===== config.mk =====
export PLATFORM = sky130hd
export DESIGN_NAME = imu_complementary_filter_top_flat
export DESIGN_NICKNAME = d
export VERILOG_FILES = /design/src/rtl/core/icf_pkg.sv /design/src/rtl/core/icf_chan_if.sv /design/src/rtl/core/imu_complementary_filter_top.sv /design/src/flat_wrapper.sv
export VERILOG_INCLUDE_DIRS = /design/src /design/src/rtl/core
export SDC_FILE = /design/constraint.sdc
export NUM_CORES = 1
export LEC_CHECK = 0
export ABC_CLOCK_PERIOD_IN_PS = 1700
export BUFFER_PORTS_ARGS = -buffer_cell sky130_fd_sc_hd__buf_2
export CAP_MARGIN = 5
export CELL_PAD_IN_SITES_DETAIL_PLACEMENT = 2
export CELL_PAD_IN_SITES_GLOBAL_PLACEMENT = 2
export CORE_ASPECT_RATIO = 1.1
export CORE_MARGIN = 2
export CORE_UTILIZATION = 32
export CTS_BUF_LIST = sky130_fd_sc_hd__clkbuf_4 sky130_fd_sc_hd__clkbuf_8 sky130_fd_sc_hd__clkbuf_16
export DETAILED_ROUTE_END_ITERATION = 7
export PLACE_DENSITY_LB_ADDON = 0.1
export REMOVE_ABC_BUFFERS = 1
export SLEW_MARGIN = 20
export SYNTH_ARGS = -nofsm -noshare
export SYNTH_HDL_FRONTEND = slang
export SYNTH_SLANG_ARGS = --single-unit

===== constraint.sdc =====
create_clock -name i_clk -period 1.7 [get_ports i_clk]
set_clock_uncertainty 0.1 [all_clocks]
set_input_delay 0.51 -clock i_clk [delete_from_list [all_inputs] [get_ports i_clk]]
set_output_delay 0.51 -clock i_clk [all_outputs]
set_load 0.03 [all_outputs]

===== src/rtl/core/imu_complementary_filter_top_assert.svh =====
// Assertion macros for the IMU complementary filter top level.
// Both forms sample on i_clk and stay quiet while i_rst_n is low.
`ifndef IMU_COMPLEMENTARY_FILTER_TOP_ASSERT_SVH
`define IMU_COMPLEMENTARY_FILTER_TOP_ASSERT_SVH

`ifndef SYNTHESIS

// same-cycle implication
`define ICF_ASSERT_IMPL(label, ante, cons) \
    label: assert property (@(posedge i_clk) disable iff (!i_rst_n) (ante) |-> (cons)) \
        else $error("imu filter: same-cycle check failed");

// next-cycle implication
`define ICF_ASSERT_NEXT(label, ante, cons) \
    label: assert property (@(posedge i_clk) disable iff (!i_rst_n) (ante) |=> (cons)) \
        else $error("imu filter: next-cycle check failed");

`else

`define ICF_ASSERT_IMPL(label, ante, cons)
`define ICF_ASSERT_NEXT(label, ante, cons)

`endif

`endif


===== src/rtl/core/icf_pkg.sv =====
package icf_pkg;

    // CORDIC datapath
    localparam int TAB_IDX_W = 5;
    localparam int CRD_FRAC  = 24;
    localparam int CRD_W     = 44;
    localparam int SEED_W    = 17;

    // integer square root of a 32-bit radicand, one result bit per cycle
    localparam int RAD_W    = 32;
    localparam int ROOT_W   = 16;
    localparam int REM_W    = 17;
    localparam int SQ_CNT_W = 5;
    localparam logic [SQ_CNT_W-1:0] SQ_STEPS = 5'd16;

    // shared multiplier and accumulator
    localparam int MUL_A_W = 34;
    localparam int MUL_B_W = 32;
    localparam int MUL_P_W = 66;
    localparam int ACC_W   = 52;
    localparam int SUM_W   = 33;
    localparam int DELTA_W = 28;

    localparam logic signed [31:0]        DEG180_Q16  = 32'sd11796480;
    localparam logic signed [31:0]        RAD2DEG_Q24 = 32'sd961263669;
    localparam logic signed [MUL_P_W-1:0] GYRO_RND    = 66'sd34359738368;
    localparam int                        GYRO_SH     = 36;
    localparam logic [ACC_W-1:0]          MIX_RND     = 52'd32768;
    localparam int                        MIX_SH      = 16;
    localparam logic [15:0]               ALPHA_RESET = 16'd64225;
    localparam logic [16:0]               ALPHA_ONE   = 17'h10000;

    typedef struct packed {
        logic signed [15:0] accel_x;
        logic signed [15:0] accel_y;
        logic signed [15:0] accel_z;
        logic signed [15:0] rate_x;
        logic signed [15:0] rate_y;
        logic signed [15:0] rate_z;
        logic        [15:0] step_time;
    } t_sample;

    typedef struct packed {
        logic signed [31:0] roll_angle;
        logic signed [31:0] pitch_angle;
        logic signed [31:0] yaw_angle;
        logic               was_first;
    } t_result;

    // atan(2^-i) in Q16.16 degrees
    function automatic logic signed [31:0] atan_deg_q16(input logic [TAB_IDX_W-1:0] idx);
        case (idx)
            5'd0:    atan_deg_q16 = 32'sd2949120;
            5'd1:    atan_deg_q16 = 32'sd1740967;
            5'd2:    atan_deg_q16 = 32'sd919879;
            5'd3:    atan_deg_q16 = 32'sd466945;
            5'd4:    atan_deg_q16 = 32'sd234379;
            5'd5:    atan_deg_q16 = 32'sd117304;
            5'd6:    atan_deg_q16 = 32'sd58666;
            5'd7:    atan_deg_q16 = 32'sd29335;
            5'd8:    atan_deg_q16 = 32'sd14668;
            5'd9:    atan_deg_q16 = 32'sd7334;
            5'd10:   atan_deg_q16 = 32'sd3667;
            5'd11:   atan_deg_q16 = 32'sd1833;
            5'd12:   atan_deg_q16 = 32'sd917;
            5'd13:   atan_deg_q16 = 32'sd458;
            5'd14:   atan_deg_q16 = 32'sd229;
            5'd15:   atan_deg_q16 = 32'sd115;
            5'd16:   atan_deg_q16 = 32'sd57;
            5'd17:   atan_deg_q16 = 32'sd29;
            5'd18:   atan_deg_q16 = 32'sd14;
            5'd19:   atan_deg_q16 = 32'sd7;
            5'd20:   atan_deg_q16 = 32'sd4;
            5'd21:   atan_deg_q16 = 32'sd2;
            5'd22:   atan_deg_q16 = 32'sd1;
            default: atan_deg_q16 = 32'sd0;
        endcase
    endfunction

endpackage


===== src/rtl/core/icf_chan_if.sv =====
interface icf_chan_if #(
    parameter type T = logic
);
    logic valid;
    logic ready;
    T     data;

    modport source (output valid, output data, input ready);
    modport sink   (input valid, input data, output ready);
endinterface


===== src/rtl/core/imu_complementary_filter_top.sv =====
// Channel    Dir  Payload                                      Transfer
// i_sample   in   accel_x/y/z, rate_x/y/z, step_time (t_sample) valid & ready
// o_result   out  roll/pitch/yaw_angle, was_first (t_result)    valid & ready
// i_cfg      in   blend_weight, 16 bit                          valid & ready
//
// One sample passes the shared CORDIC stage, the bit-serial square root and the
// single multiplier before the next is taken; the first sample after reset skips the
// blend. i_sample.ready is low while a sample is at work. A finished result waits in
// the output register while the next sample is taken. Reset is synchronous, clears
// the filter state and reloads blend_weight.
`include "imu_complementary_filter_top_assert.svh"

module imu_complementary_filter_top
    import icf_pkg::*;
#(
    parameter int CORDIC_STEPS = 16
) (
    input  logic        i_clk,
    input  logic        i_rst_n,
    icf_chan_if.sink    i_sample,
    icf_chan_if.source  o_result,
    icf_chan_if.sink    i_cfg
);

    localparam int STEP_W = $clog2(CORDIC_STEPS + 1);

    localparam logic [3:0] ST_IDLE  = 4'd0;
    localparam logic [3:0] ST_MAG0  = 4'd1;
    localparam logic [3:0] ST_MAG1  = 4'd2;
    localparam logic [3:0] ST_MAG2  = 4'd3;
    localparam logic [3:0] ST_ROLL  = 4'd4;
    localparam logic [3:0] ST_PITCH = 4'd5;
    localparam logic [3:0] ST_BLEND = 4'd6;
    localparam logic [3:0] ST_OUT   = 4'd7;

    localparam logic [1:0] AX_ROLL  = 2'd0;
    localparam logic [1:0] AX_PITCH = 2'd1;
    localparam logic [1:0] AX_YAW   = 2'd2;

    localparam logic [2:0] PH_RATE   = 3'd0;
    localparam logic [2:0] PH_SCALE  = 3'd1;
    localparam logic [2:0] PH_SUM    = 3'd2;
    localparam logic [2:0] PH_WEIGHT = 3'd3;
    localparam logic [2:0] PH_MIX    = 3'd4;
    localparam logic [2:0] PH_ROUND  = 3'd5;

    typedef struct packed {
        logic               zero;
        logic signed [31:0] z;
        logic signed [CRD_W-1:0] x;
        logic signed [CRD_W-1:0] y;
    } t_cseed;

    function automatic t_cseed cordic_seed(input logic signed [SEED_W-1:0] y,
                                           input logic signed [SEED_W-1:0] x);
        t_cseed s;
        logic signed [SEED_W-1:0] xs;
        logic signed [SEED_W-1:0] ys;
        s.zero = (x == '0) && (y == '0);
        if (x[SEED_W-1]) begin
            xs  = -x;
            ys  = -y;
            s.z = y[SEED_W-1] ? -DEG180_Q16 : DEG180_Q16;
        end else begin
            xs  = x;
            ys  = y;
            s.z = '0;
        end
        s.x = $signed({{(CRD_W-SEED_W-CRD_FRAC){xs[SEED_W-1]}}, xs, {CRD_FRAC{1'b0}}});
        s.y = $signed({{(CRD_W-SEED_W-CRD_FRAC){ys[SEED_W-1]}}, ys, {CRD_FRAC{1'b0}}});
        return s;
    endfunction

    function automatic logic signed [31:0] sat32(input logic signed [ACC_W-1:0] v);
        logic [ACC_W-32:0] hi;
        hi = v[ACC_W-1:31];
        if (hi == '0 || hi == '1) begin
            sat32 = v[31:0];
        end else if (v[ACC_W-1]) begin
            sat32 = 32'sh80000000;
        end else begin
            sat32 = 32'sh7FFFFFFF;
        end
    endfunction

    logic [3:0]   r_state, n_state;
    t_sample      r_in, n_in;
    logic [15:0]  r_alpha;
    logic         r_started, n_started;
    logic         r_first, n_first;
    logic signed [31:0] r_roll, n_roll;
    logic signed [31:0] r_pitch, n_pitch;
    logic signed [31:0] r_yaw, n_yaw;
    logic signed [31:0] r_roll_acc, n_roll_acc;
    logic signed [31:0] r_pitch_acc, n_pitch_acc;

    logic signed [CRD_W-1:0] r_cx, n_cx;
    logic signed [CRD_W-1:0] r_cy, n_cy;
    logic signed [31:0]      r_cz, n_cz;
    logic                    r_czero, n_czero;
    logic [STEP_W-1:0]       r_step, n_step;

    logic [RAD_W-1:0]    r_rad, n_rad;
    logic [REM_W-1:0]    r_rem, n_rem;
    logic [ROOT_W-1:0]   r_root, n_root;
    logic [SQ_CNT_W-1:0] r_sq_cnt, n_sq_cnt;

    logic signed [MUL_P_W-1:0] r_mul;
    logic signed [ACC_W-1:0]   r_acc, n_acc;
    logic signed [SUM_W-1:0]   r_sum, n_sum;
    logic [1:0]                r_axis, n_axis;
    logic [2:0]                r_phase, n_phase;

    t_result r_out;
    logic    r_out_valid;

    logic signed [MUL_A_W-1:0] mul_a;
    logic signed [MUL_B_W-1:0] mul_b;
    logic signed [MUL_P_W-1:0] mul_p;

    logic                    crd_done;
    logic signed [31:0]      crd_res;
    logic signed [CRD_W-1:0] cx_sh, cy_sh;
    logic signed [31:0]      crd_tab;
    t_cseed                  seed;

    logic                  sq_done;
    logic [REM_W+1:0]      sq_cand, sq_trial;

    logic signed [MUL_P_W-1:0] gyro_rnd;
    logic signed [DELTA_W-1:0] delta;
    logic signed [SUM_W-1:0]   store_sum;
    logic signed [ACC_W-1:0]   mix;
    logic signed [15:0]        cur_rate;
    logic signed [31:0]        cur_store;
    logic signed [31:0]        cur_acc;
    logic                      out_free;
    logic                      in_xfer;

    assign in_xfer         = i_sample.valid && i_sample.ready;
    assign i_sample.ready  = (r_state == ST_IDLE);
    assign i_cfg.ready     = 1'b1;
    assign o_result.valid  = r_out_valid;
    assign o_result.data   = r_out;
    assign out_free        = !r_out_valid || o_result.ready;

    assign mul_p = mul_a * mul_b;

    // shared CORDIC stage
    assign crd_done = (r_step == STEP_W'(CORDIC_STEPS));
    assign crd_res  = r_czero ? 32'sd0 : r_cz;
    assign cx_sh    = r_cx >>> r_step;
    assign cy_sh    = r_cy >>> r_step;
    assign crd_tab  = atan_deg_q16(TAB_IDX_W'(r_step));

    // bit-pair square root step
    assign sq_done  = (r_sq_cnt == '0);
    assign sq_cand  = {r_rem, r_rad[RAD_W-1 -: 2]};
    assign sq_trial = {1'b0, r_root, 2'b01};

    assign gyro_rnd  = (r_mul + GYRO_RND) >>> GYRO_SH;
    assign delta     = $signed(gyro_rnd[DELTA_W-1:0]);
    assign store_sum = SUM_W'(cur_store) + SUM_W'(delta);
    assign mix       = (r_acc + $signed(r_mul[ACC_W-1:0])) >>> MIX_SH;

    always_comb begin
        case (r_axis)
            AX_ROLL: begin
                cur_rate  = r_in.rate_x;
                cur_store = r_roll;
                cur_acc   = r_roll_acc;
            end
            AX_PITCH: begin
                cur_rate  = r_in.rate_y;
                cur_store = r_pitch;
                cur_acc   = r_pitch_acc;
            end
            default: begin
                cur_rate  = r_in.rate_z;
                cur_store = r_yaw;
                cur_acc   = 32'sd0;
            end
        endcase
    end

    always_comb begin
        n_state     = r_state;
        n_in        = r_in;
        n_started   = r_started;
        n_first     = r_first;
        n_roll      = r_roll;
        n_pitch     = r_pitch;
        n_yaw       = r_yaw;
        n_roll_acc  = r_roll_acc;
        n_pitch_acc = r_pitch_acc;
        n_cx        = r_cx;
        n_cy        = r_cy;
        n_cz        = r_cz;
        n_czero     = r_czero;
        n_step      = r_step;
        n_rad       = r_rad;
        n_rem       = r_rem;
        n_root      = r_root;
        n_sq_cnt    = r_sq_cnt;
        n_acc       = r_acc;
        n_sum       = r_sum;
        n_axis      = r_axis;
        n_phase     = r_phase;
        mul_a       = '0;
        mul_b       = '0;
        seed        = cordic_seed({r_in.accel_y[15], r_in.accel_y},
                                  {r_in.accel_z[15], r_in.accel_z});

        // CORDIC rotation, advance until the step count is reached
        if ((r_state inside {ST_ROLL, ST_PITCH}) && !crd_done) begin
            if (!r_cy[CRD_W-1]) begin
                n_cx = r_cx + cy_sh;
                n_cy = r_cy - cx_sh;
                n_cz = r_cz + crd_tab;
            end else begin
                n_cx = r_cx - cy_sh;
                n_cy = r_cy + cx_sh;
                n_cz = r_cz - crd_tab;
            end
            n_step = r_step + 1'b1;
        end

        // square root runs beside the roll pass
        if (r_state == ST_ROLL && !sq_done) begin
            if (sq_cand >= sq_trial) begin
                n_rem  = REM_W'(sq_cand - sq_trial);
                n_root = {r_root[ROOT_W-2:0], 1'b1};
            end else begin
                n_rem  = REM_W'(sq_cand);
                n_root = {r_root[ROOT_W-2:0], 1'b0};
            end
            n_rad    = {r_rad[RAD_W-3:0], 2'b00};
            n_sq_cnt = r_sq_cnt - 1'b1;
        end

        case (r_state)
            ST_IDLE: begin
                if (in_xfer) begin
                    n_in    = i_sample.data;
                    n_state = ST_MAG0;
                end
            end
            ST_MAG0: begin
                mul_a   = MUL_A_W'(r_in.accel_y);
                mul_b   = MUL_B_W'(r_in.accel_y);
                n_state = ST_MAG1;
            end
            ST_MAG1: begin
                n_acc   = $signed(r_mul[ACC_W-1:0]);
                mul_a   = MUL_A_W'(r_in.accel_z);
                mul_b   = MUL_B_W'(r_in.accel_z);
                n_state = ST_MAG2;
            end
            ST_MAG2: begin
                n_rad    = r_acc[RAD_W-1:0] + r_mul[RAD_W-1:0];
                n_rem    = '0;
                n_root   = '0;
                n_sq_cnt = SQ_STEPS;
                n_cx     = seed.x;
                n_cy     = seed.y;
                n_cz     = seed.z;
                n_czero  = seed.zero;
                n_step   = '0;
                n_state  = ST_ROLL;
            end
            ST_ROLL: begin
                if (crd_done && sq_done) begin
                    seed       = cordic_seed(-{r_in.accel_x[15], r_in.accel_x},
                                             {1'b0, r_root});
                    n_roll_acc = crd_res;
                    n_cx       = seed.x;
                    n_cy       = seed.y;
                    n_cz       = seed.z;
                    n_czero    = seed.zero;
                    n_step     = '0;
                    n_state    = ST_PITCH;
                end
            end
            ST_PITCH: begin
                if (crd_done) begin
                    n_pitch_acc = crd_res;
                    if (!r_started) begin
                        n_roll    = r_roll_acc;
                        n_pitch   = crd_res;
                        n_yaw     = '0;
                        n_started = 1'b1;
                        n_first   = 1'b1;
                        n_state   = ST_OUT;
                    end else begin
                        n_first   = 1'b0;
                        n_axis    = AX_ROLL;
                        n_phase   = PH_RATE;
                        n_state   = ST_BLEND;
                    end
                end
            end
            ST_BLEND: begin
                case (r_phase)
                    PH_RATE: begin
                        mul_a   = MUL_A_W'(cur_rate);
                        mul_b   = MUL_B_W'(r_in.step_time);
                        n_phase = PH_SCALE;
                    end
                    PH_SCALE: begin
                        mul_a   = MUL_A_W'($signed(r_mul[31:0]));
                        mul_b   = RAD2DEG_Q24;
                        n_phase = PH_SUM;
                    end
                    PH_SUM: begin
                        n_sum = store_sum;
                        if (r_axis == AX_YAW) begin
                            n_yaw   = sat32(ACC_W'(store_sum));
                            n_state = ST_OUT;
                        end else begin
                            n_phase = PH_WEIGHT;
                        end
                    end
                    PH_WEIGHT: begin
                        mul_a   = MUL_A_W'(r_sum);
                        mul_b   = MUL_B_W'(r_alpha);
                        n_phase = PH_MIX;
                    end
                    PH_MIX: begin
                        n_acc   = $signed(r_mul[ACC_W-1:0] + MIX_RND);
                        mul_a   = MUL_A_W'(cur_acc);
                        mul_b   = MUL_B_W'(ALPHA_ONE - 17'(r_alpha));
                        n_phase = PH_ROUND;
                    end
                    PH_ROUND: begin
                        n_phase = PH_RATE;
                        if (r_axis == AX_ROLL) begin
                            n_roll = sat32(mix);
                            n_axis = AX_PITCH;
                        end else begin
                            n_pitch = sat32(mix);
                            n_axis  = AX_YAW;
                        end
                    end
                    default: begin
                        n_phase = PH_RATE;
                    end
                endcase
            end
            ST_OUT: begin
                // hold until the output register is free
                if (out_free) begin
                    n_state = ST_IDLE;
                end
            end
            default: begin
                n_state = ST_IDLE;
            end
        endcase
    end

    always_ff @(posedge i_clk) begin
        if (!i_rst_n) begin
            r_state     <= ST_IDLE;
            r_alpha     <= ALPHA_RESET;
            r_started   <= 1'b0;
            r_roll      <= '0;
            r_pitch     <= '0;
            r_yaw       <= '0;
            r_out_valid <= 1'b0;
        end else begin
            r_state   <= n_state;
            r_started <= n_started;
            r_roll    <= n_roll;
            r_pitch   <= n_pitch;
            r_yaw     <= n_yaw;
            if (i_cfg.valid && i_cfg.ready) begin
                r_alpha <= i_cfg.data;
            end
            if (r_state == ST_OUT && out_free) begin
                r_out_valid <= 1'b1;
            end else if (o_result.ready) begin
                r_out_valid <= 1'b0;
            end
        end
    end

    always_ff @(posedge i_clk) begin
        r_in        <= n_in;
        r_first     <= n_first;
        r_roll_acc  <= n_roll_acc;
        r_pitch_acc <= n_pitch_acc;
        r_cx        <= n_cx;
        r_cy        <= n_cy;
        r_cz        <= n_cz;
        r_czero     <= n_czero;
        r_step      <= n_step;
        r_rad       <= n_rad;
        r_rem       <= n_rem;
        r_root      <= n_root;
        r_sq_cnt    <= n_sq_cnt;
        r_mul       <= mul_p;
        r_acc       <= n_acc;
        r_sum       <= n_sum;
        r_axis      <= n_axis;
        r_phase     <= n_phase;
        if (r_state == ST_OUT && out_free) begin
            r_out.roll_angle  <= r_roll;
            r_out.pitch_angle <= r_pitch;
            r_out.yaw_angle   <= r_yaw;
            r_out.was_first   <= r_first;
        end
    end

    `ICF_ASSERT_NEXT(a_busy_after_xfer, i_sample.valid && i_sample.ready, !i_sample.ready)
    `ICF_ASSERT_IMPL(a_out_from_final, $rose(o_result.valid), $past(r_state) == ST_OUT)
    `ICF_ASSERT_IMPL(a_first_zero_yaw, r_out_valid && r_out.was_first, r_out.yaw_angle == 0)

endmodule

===== src/flat_wrapper.sv =====
// flat-port wrapper written by rule: the top's interface ports become plain ports
module imu_complementary_filter_top_flat import icf_pkg::*;
#(
    parameter int CORDIC_STEPS = 16
)
  (i_clk, i_rst_n, i_sample_valid, i_sample_data, i_sample_ready, o_result_valid, o_result_data, o_result_ready, i_cfg_valid, i_cfg_data, i_cfg_ready);
  icf_chan_if i_sample_i ();
  icf_chan_if o_result_i ();
  icf_chan_if i_cfg_i ();
  input  logic i_clk;
  input  logic i_rst_n;
  input wire logic [$bits(i_sample_i.valid)-1:0] i_sample_valid;
  input wire logic [$bits(i_sample_i.data)-1:0] i_sample_data;
  output wire logic [$bits(i_sample_i.ready)-1:0] i_sample_ready;
  output wire logic [$bits(o_result_i.valid)-1:0] o_result_valid;
  output wire logic [$bits(o_result_i.data)-1:0] o_result_data;
  input wire logic [$bits(o_result_i.ready)-1:0] o_result_ready;
  input wire logic [$bits(i_cfg_i.valid)-1:0] i_cfg_valid;
  input wire logic [$bits(i_cfg_i.data)-1:0] i_cfg_data;
  output wire logic [$bits(i_cfg_i.ready)-1:0] i_cfg_ready;
  assign i_sample_i.valid = i_sample_valid;
  assign i_sample_i.data = i_sample_data;
  assign i_sample_ready = i_sample_i.ready;
  assign o_result_valid = o_result_i.valid;
  assign o_result_data = o_result_i.data;
  assign o_result_i.ready = o_result_ready;
  assign i_cfg_i.valid = i_cfg_valid;
  assign i_cfg_i.data = i_cfg_data;
  assign i_cfg_ready = i_cfg_i.ready;
  imu_complementary_filter_top #(.CORDIC_STEPS(CORDIC_STEPS)) u_core (.i_clk(i_clk), .i_rst_n(i_rst_n), .i_sample(i_sample_i), .o_result(o_result_i), .i_cfg(i_cfg_i));
endmodule

# After elaboration in Yosys (flattened, before gate mapping)
# Cells that the tools add are included.
# word_totals
in_bits,7
elab_cells,78
regBits,23
out_inout_bits,4
# op_classes
addsub,2
n_eq_ne,23
n_mux,24
n_reduce_logical,20
# op_table
op,n
$pmux W4 S8,1
$mux W4,6
$eq A4 B3 Y1 const B,4
$pmux W3 S5,1
$mux W5,2
$ne A2 B1 Y1 const B,5
$pmux W5 S2,1
$mux W3,3
$eq A4 B2 Y1 const B,2
$mux W2,4
$reduce_and A4 Y1,2
$eq A3 B2 Y1 const B,2
$eq A3 B3 Y1 const B,2
$ne A2 B2 Y1 const B,3
$pmux W3 S2,1
$reduce_and A6 Y1,1
$reduce_bool A2 Y1,3
$add A5 B1 Y5 const B,1
$eq A5 B5 Y1 const B,1
$logic_and A1 B1 Y1,5
$logic_not A5 Y1,1
$sub A5 B1 Y5 const B,1
$eq A4 B1 Y1 const B,1
$logic_not A4 Y1,1
10 further kinds,15

# Longest topological paths before layout
# Gate-level depths: netlist (run 1).
# depth
ltp_word,6
ltp_mapped,6
ltp_nobuf,6

# Worst setup path after synthesis (run 1)
# OpenSTA, ideal clock, no wires.
# synth_timing
kind,register to output
start,register u_core.r_state[2]
end,output i_sample_ready
path_buffers,2
arrival_time_ns,1.319
required_time_ns,1.090
slack_ns,-0.229
stages_incl_launch_ff,4
path_cell_list,dfxtp_1 -> clkbuf_8 -> clkbuf_8 -> nor3_1
# synth_between
elab_chain_cells,1
# synth_lines
item,line,text
from (decl),imu_complementary_filter_top.sv:86,"logic [3:0] r_state, n_state;"
from (signal assigned),imu_complementary_filter_top.sv:371,r_state <= n_state;
$logic_not A4 Y1,imu_complementary_filter_top.sv:141,assign i_sample.ready = (r_state == ST_IDLE);
to (decl),flat_wrapper.sv:14,output wire logic [$bits(i_sample_i.ready)-1:0] i_sample_ready;
# No other way between the ends.

# Worst setup path in the final report (run 1)
# layout_timing
start,register u_core.r_sq_cnt[1]
end,register u_core.r_state[0]
# layout_between
elab_chain_cells,4
# layout_lines
item,line,text
from (decl),imu_complementary_filter_top.sv:106,"logic [SQ_CNT_W-1:0] r_sq_cnt, n_sq_cnt;"
from (signal assigned),imu_complementary_filter_top.sv:400,r_sq_cnt <= n_sq_cnt;
$logic_not A5 Y1,imu_complementary_filter_top.sv:157,assign sq_done = (r_sq_cnt == '0);
$logic_and A1 B1 Y1,imu_complementary_filter_top.sv:272,if (crd_done && sq_done) begin
$ne A2 B2 Y1 (no line),--,
$reduce_and A6 Y1 (no line),--,
# No other way between the ends.
# A chain may end at the register's enable or synchronous reset.

==> results of run 1 <==
-- metal layers --
layer / share of wire, % / vias to the layer above / global-route usage, %
met1: 43 / 471 / 18.3
met2: 54 / 5 / 29.3
met3: 1.6 / 5 / 4.02
met5: 0 / - / 0
li1: - / 493 / -
met4: 1.5 / 0 / 6.38
-- per-stage QoR --
stage          utilization [%]  cells  cell area, um^2  setup TNS [ns]
2_1_floorplan                -    118             1120          -0.131
3_3_place_gp              37.6    191             1340          -0.481
3_5_place_dp              37.6    191             1340          -0.872
4_1_cts                   41.2    196             1470        -0.00259
5_1_grt                   43.2    201             1540          -0.277
6_report                  43.2    201             1540               0
-- how the worst min path moves through the flow --
| stage | end | slack [ns] | from |
|---|---|---|---|
| 2_1_floorplan | u_core.o_result.data | 0.30 | u_core.r_first |
| 6_report | u_core.o_result.data | 0.33 | u_core.r_first |
| 3_5_place_dp | u_core.o_result.data | 0.32 | u_core.r_first |
| 4_1_cts | u_core.o_result.data | 0.34 | u_core.r_first |
| 3_3_place_gp | u_core.o_result.data | 0.31 | u_core.r_first |
| 5_1_grt | u_core.o_result.data | 0.35 | u_core.r_first |
-- worst max-delay path, cell delays in order, from the launching register on --
cell,delay [ns]
dfxtp_2,0.33
inv_2,0.07
ha_4,0.14
or4b_4,0.50
and2_4,0.20
o21a_1,0.18
o21ai_1,0.11
-- registers in the layout, indices dropped and copies added (netlist names) --
signal / count
u_core.r_started: 1
u_core.r_phase: 3
u_core.o_result.valid: 1
u_core.r_sq_cnt: 5
u_core.r_axis: 2
u_core.r_state: 3
u_core.r_step: 5
u_core.o_result.data: 1
u_core.r_first: 1
-- cells by family after synthesis --
logic type | Yosys count
fa+ha+maj | 3
other cells | 1
flops | 22
xor+xnor | 4
buf+inv | 12
mux | 1
simple gates | 51
compound gates | 29
-- power by group through the flow --
stage	logic (mW)	clock network [mW]	registers, mW
2_1_floorplan	0.306	0	0.684
3_3_place_gp	0.509	0	0.671
3_5_place_dp	0.546	0	0.680
4_1_cts	0.641	0.515	0.678
5_1_grt	0.801	0.535	0.698
6_report	0.724	0.499	0.687
-- final cells by class --
class	instances	area, um^2
fill	430	2030
inverter	7	26.3
multi-input combinational	89	657
timing repair buffer	29	205
sequential	22	518
tap	50	62.6
clock buffer	3	41.3
clock inverter	1	30.0
-- placed cells by master (no fill, tap or decap), drive strengths merged, types with 2 or more instances in the layout --
master  instances
buf            29
clkbuf          3
nor3            6
nand2           9
a21boi          4
xnor2           2
ha              3
nand3           2
inv             7
nand3b          2
nand4           2
nor2           13
and2            4
o21a            4
dfxtp          15
a21oi          10
edfxtp          7
xor2            2
o21ai           4
nand2b          3
nor2b           3
-- synthesized netlist by cell type, drive strengths merged, types with 2 or more instances --
cell type   n
dfxtp      15
nor2       13
a21oi      10
nand2       9
edfxtp      7
inv         7
nor3        6
a21boi      4
and2        4
o21a        4
o21ai       4
buf         3
ha          3
nand2b      3
nor2b       3
clkbuf      2
nand3       2
nand3b      2
nand4       2
xnor2       2
xor2        2
-- what timing repair did --
| item | in CTS | in global routing |
|---|---|---|
| setup buffers | 1 | 5 |
| gates resized for setup | 13 | 12 |
| pin swaps | 9 | 6 |
| setup endpoints to repair | 14 | 14 |
==> results.py, run 1 <==
metrics = {
    "clock_tree": {
        "clkTransAtPathRegs_ns": 0.09,
        "numClockSinks": 22,
        "cts_tree": "done",
        "h-tree-depth": 1,
        "cts_root_buf": "clkbuf_8",
        "cts.hold.buffers_added": 0,
        "cts_buffer_depth": 2,
        "numCtsBuffers": 3,
        "clk-insertion-delay-late_ns": 0.27,
    },
    "setup_path": {
        "worstPathArrival_ns": 1.80,
        "endpoint": "u_core.r_state[0]",
        "rrSetupSlack_ns": 0.0007,
        "worstSetupEndpointType": "flop",
        "crit-reg2reg-launch": "u_core.r_sq_cnt[1]",
        "r2r_end": "u_core.r_state[0]",
        "reg2reg_depth": 6,
        "start_kind": "flop",
        "critPathKind": "reg2reg",
        "cp_max_fo": 4,
        "crit_start": "u_core.r_sq_cnt[1]",
        "required_ns": 1.80,
    },
    "sta": {
        "hold_slack_ns": 0.334,
        "max_freq_mhz": 588,
        "rsz0062_at_grt": "true",
        "period_needed_ns": 1.70,
        "slew_viol_final": 0,
        "setup_viol": 0,
        "final-hold-violation-count": 0,
        "setup_ws_ns": 0.000722,
        "period_share_pct": 100,
    },
    "detailed_routing": {
        "drt_wl_total_mm": 3.01,
        "dr.pass1.iters": 5,
        "dr_total_vias": 974,
        "wl_per_cell_um": 15.0,
        "drtAntennaViolNets": 0,
        "drt_iter0_markers": 6,
        "drc": 0,
        "vias_per_cell": 4.85,
    },
    "synthesis": {
        "synth_cells": 123,
        "yosys.area.top_type_share_pct": 25.6,
        "synthSimpleGateAreaFrac_pct": 24.7,
        "ys_ff_latch": 22,
        "synth-adder-area-share_pct": 3.19,
        "yosys-top-cells-area": "dfxtp_1 (26%), edfxtp_1 (18%), a21oi_1 (4.3%)",
        "synthXorXnorAreaFrac_pct": 2.98,
        "synth.avg_cell_area_um2": 9.55,
        "synth_cell_type_count": 42,
        "async_flop_share_pct": 0,
        "muxShareOfSynthArea_pct": 0.852,
        "synth-compound-area-share_pct": 17.7,
        "synth_ff_type": "dfxtp_1",
        "yosysTopAreaCell": "dfxtp_1",
        "syn_area_um2": 1170,
        "synth_warnings": 0,
        "synth_edf_count": 7,
        "synth_top_family_by_area": "simple AND/OR/NAND/NOR gates",
        "synth.yosys.seq_area_share_pct": 43.5,
    },
    "placement": {
        "hpwl_mm": 2.19,
        "port_buffers": 6,
        "place.gp.congestion": 0.725,
        "pre_cts_ws_ns": -0.0959,
    },
    "floorplan": {
        "dieArea_um2": 4170,
        "initial_core_util_pct": 32.9,
        "rows": 23,
        "die_height_um": 67.6,
        "design.core.area_um2": 3570,
        "pin_count": 11,
        "die_w_um": 61.8,
    },
    "hold_path": {
        "min_path_type": "reg2reg",
        "min_path_cells": 0,
    },
    "status": {
        "status": "completed",
    },
    "power": {
        "p_sw_mw": 0.573,
        "swShare_pct": 30.0,
        "p_clk_share_pct": 26.1,
        "fin_total_pwr_mw": 1.91,
        "p_int_mw": 1.34,
        "p_comb_share_pct": 37.9,
        "ir_worst_vdd_v": 0.000657,
        "cellLeakagePower_nw": 0.601,
        "p_per_area_nw_per_um2": 1240,
        "seq_power_share_pct": 36.0,
    },
    "grt": {
        "grt-ovfl-total": 0,
        "grt_pass1_wl_mm": 4.89,
        "grt_pass1_vias": 1082,
        "grt_max_degree": 14,
        "antenna_found_initial": 0,
        "grt_use_total_pct": 16.4,
    },
    "finish": {
        "drive_above_1_share_pct": 37.1,
        "areaGrowthSynthToFinish_pct": 31.1,
        "layout.nets": 162,
        "diodes": 0,
    },
    "job": {
        "cap_viol_max_count": 0,
    },
}
Power figures use the tool's default switching activity.
==> run 2, diff against run 1 <==
SETUP_SLACK_MARGIN = 0.5   (was default)
==> results.py, run 2 (same netlist as run 1, synthesis figures left out) <==
metrics = {
    "finish": {
        "layout.nets": 177,
        "fill_cells": 385,
        "utilization_pct": 52.6,
        "top_regs": "u_core.r_sq_cnt: 5 flops, u_core.r_step: 5 flops",
        "drive_above_1_share_pct": 56.0,
        "diodes": 0,
        "final_common_cell": "buf_4",
        "most-common-layout-cells": "buf_4 (27), buf_6 (13), nor2_1 (9)",
        "areaGrowthSynthToFinish_pct": 59.7,
    },
    "floorplan": {
        "initial_core_util_pct": 32.9,
        "pin_count": 11,
        "design.core.area_um2": 3570,
        "rows": 23,
        "dieArea_um2": 4170,
        "die_height_um": 67.6,
        "die_w_um": 61.8,
    },
    "sta": {
        "rsz0062_at_grt": "true",
        "setup_ws_ns": -0.0231,
        "setup_viol": 1,
        "period_share_pct": 101,
        "period_needed_ns": 1.72,
        "finalSetupTns_ns": -0.0231,
        "max_freq_mhz": 580,
        "final-hold-violation-count": 0,
        "slew_viol_final": 0,
    },
    "clock_tree": {
        "cts.hold.buffers_added": 0,
        "h-tree-depth": 1,
        "cts_tree": "done",
        "clkTransAtPathRegs_ns": 0.08,
        "cts_buffer_depth": 2,
        "clk-insertion-delay-late_ns": 0.27,
        "cts_root_buf": "clkbuf_8",
        "numCtsBuffers": 3,
        "numClockSinks": 22,
    },
    "setup_path": {
        "critPathTopFamily": "simple AND/OR/NAND/NOR gates",
        "cp_cell_sequence": "inv_2 -> ha_4 -> or4b_4 -> and2_4 -> o21a_1 -> o21ai_1",
        "cp_max_fo": 4,
        "worstPathArrival_ns": 1.82,
        "reg2reg_depth": 6,
        "worstSetupEndpointType": "flop",
        "max_stage_delay_ns": 0.50,
        "required_ns": 1.80,
        "rrSetupSlack_ns": -0.02,
        "crit-reg2reg-launch": "u_core.r_sq_cnt[1]",
        "r2r_end": "u_core.r_state[0]",
        "critPathBufInv": 1,
        "critPathKind": "reg2reg",
        "start_kind": "flop",
        "worst_path_max_delay_cell": "or4b_4",
    },
    "power": {
        "p_per_area_nw_per_um2": 1150,
        "fin_total_pwr_mw": 2.15,
        "cellLeakagePower_nw": 0.725,
        "ir_worst_vdd_v": 0.000757,
    },
    "hold_path": {
        "worstHoldStart": "u_core.r_first",
        "holdPathEnd": "u_core.o_result.data",
        "min_path_type": "reg2reg",
        "min_path_cells": 0,
    },
    "grt": {
        "grt-ovfl-total": 0,
        "grt_use_total_pct": 17.0,
        "grt_max_degree": 14,
        "grt_pass1_vias": 1099,
        "antenna_found_initial": 0,
        "grt_pass1_wl_mm": 5.01,
    },
    "status": {
        "violations": "negative setup slack",
        "status": "finished, violations left",
    },
    "detailed_routing": {
        "vias_per_cell": 5.06,
        "drtAntennaViolNets": 0,
        "drt_wl_total_mm": 4.05,
        "dr_total_vias": 1093,
        "wl_per_cell_um": 18.8,
        "drc": 0,
        "dr.pass1.iters": 4,
        "drt_iter0_markers": 25,
    },
    "placement": {
        "place.gp.congestion": 0.725,
        "hpwl_mm": 2.19,
        "port_buffers": 6,
    },
    "job": {
        "cap_viol_max_count": 0,
    },
}
## run 2: cell types whose count changed in the layout (fill, tap and decap cells not counted), moves of 2 or more
cell / change
buf_4: +3
nor2_4: +3
nand2_1: -3
dfxtp_4: +2
buf_6: +13
dfxtp_1: -3
buf_2: -2
nor3_1: -2
nor2_1: -3
a21oi_2: +2
a21oi_1: -3
## run 2: area by class of cell
class / instances / area (um^2) / area share [%]
Multi-Input combinational cell: 89 / 806 / 42.9
Sequential cell: 22 / 527 / 28.1
Timing Repair Buffer: 44 / 384 / 20.5
Tap cell: 50 / 62.6 / 3.33
Clock buffer: 3 / 41.3 / 2.20
Clock inverter: 1 / 30.0 / 1.60
Inverter: 7 / 26.3 / 1.40
## run 2: how the worst max path moves through the flow
stage / from / endpoint / slack [ns] / depth (start not counted)
4_1_cts: u_core.r_sq_cnt[1] / u_core.r_step[3] / 0.009 / 5
3_3_place_gp: u_core.r_step[1] / u_core.r_axis[0] / -0.08 / 7
5_1_grt: u_core.r_sq_cnt[1] / u_core.r_state[0] / -0.09 / 6
3_5_place_dp: u_core.r_step[1] / u_core.r_axis[0] / -0.1 / 7
2_1_floorplan: u_core.r_state[2] / i_sample_ready / -0.13 / 1
6_report: u_core.r_sq_cnt[1] / u_core.r_state[0] / -0.02 / 6
## run 2: what timing repair did
| action | in CTS | in global routing |
|---|---|---|
| setup buffers | 3 | 18 |
| endpoints found under the setup margin | 29 | 27 |
| resized for setup | 49 | 30 |
| pin swaps | 14 | 20 |
## run 2: per-layer routing
metal	wire (um)	GRT usage, %	vias up
li1	-	-	528
met1	1660	18.1	550
met2	2260	31.6	11
met3	68	4.02	4
met4	62	6.38	0
met5	0	0	-
## run 2: where the power goes
| group | switching (mW) | leakage [nW] | internal (mW) |
|---|---|---|---|
| Combinational | 0.432 | 0.503 | 0.533 |
| Clock | 0.184 | 0.0357 | 0.315 |
| Sequential | 0.0664 | 0.186 | 0.619 |
| Total | 0.683 | 0.725 | 1.47 |
## run 2: metrics by stage
| stage | cell area, um^2 | hold slack (ns) | setup WS [ns] | std cells |
|---|---|---|---|---|
| finish | 1880 | 0.344 | -0.0231 | 216 |
| global route | 1880 | 0.361 | -0.0854 | 216 |
| CTS | 1610 | 0.337 | 0.00878 | 198 |
| detailed placement | 1340 | 0.316 | -0.0959 | 191 |
| global placement | 1340 | 0.314 | -0.0768 | 191 |
| floorplan | 1120 | 0.300 | -0.131 | 118 |
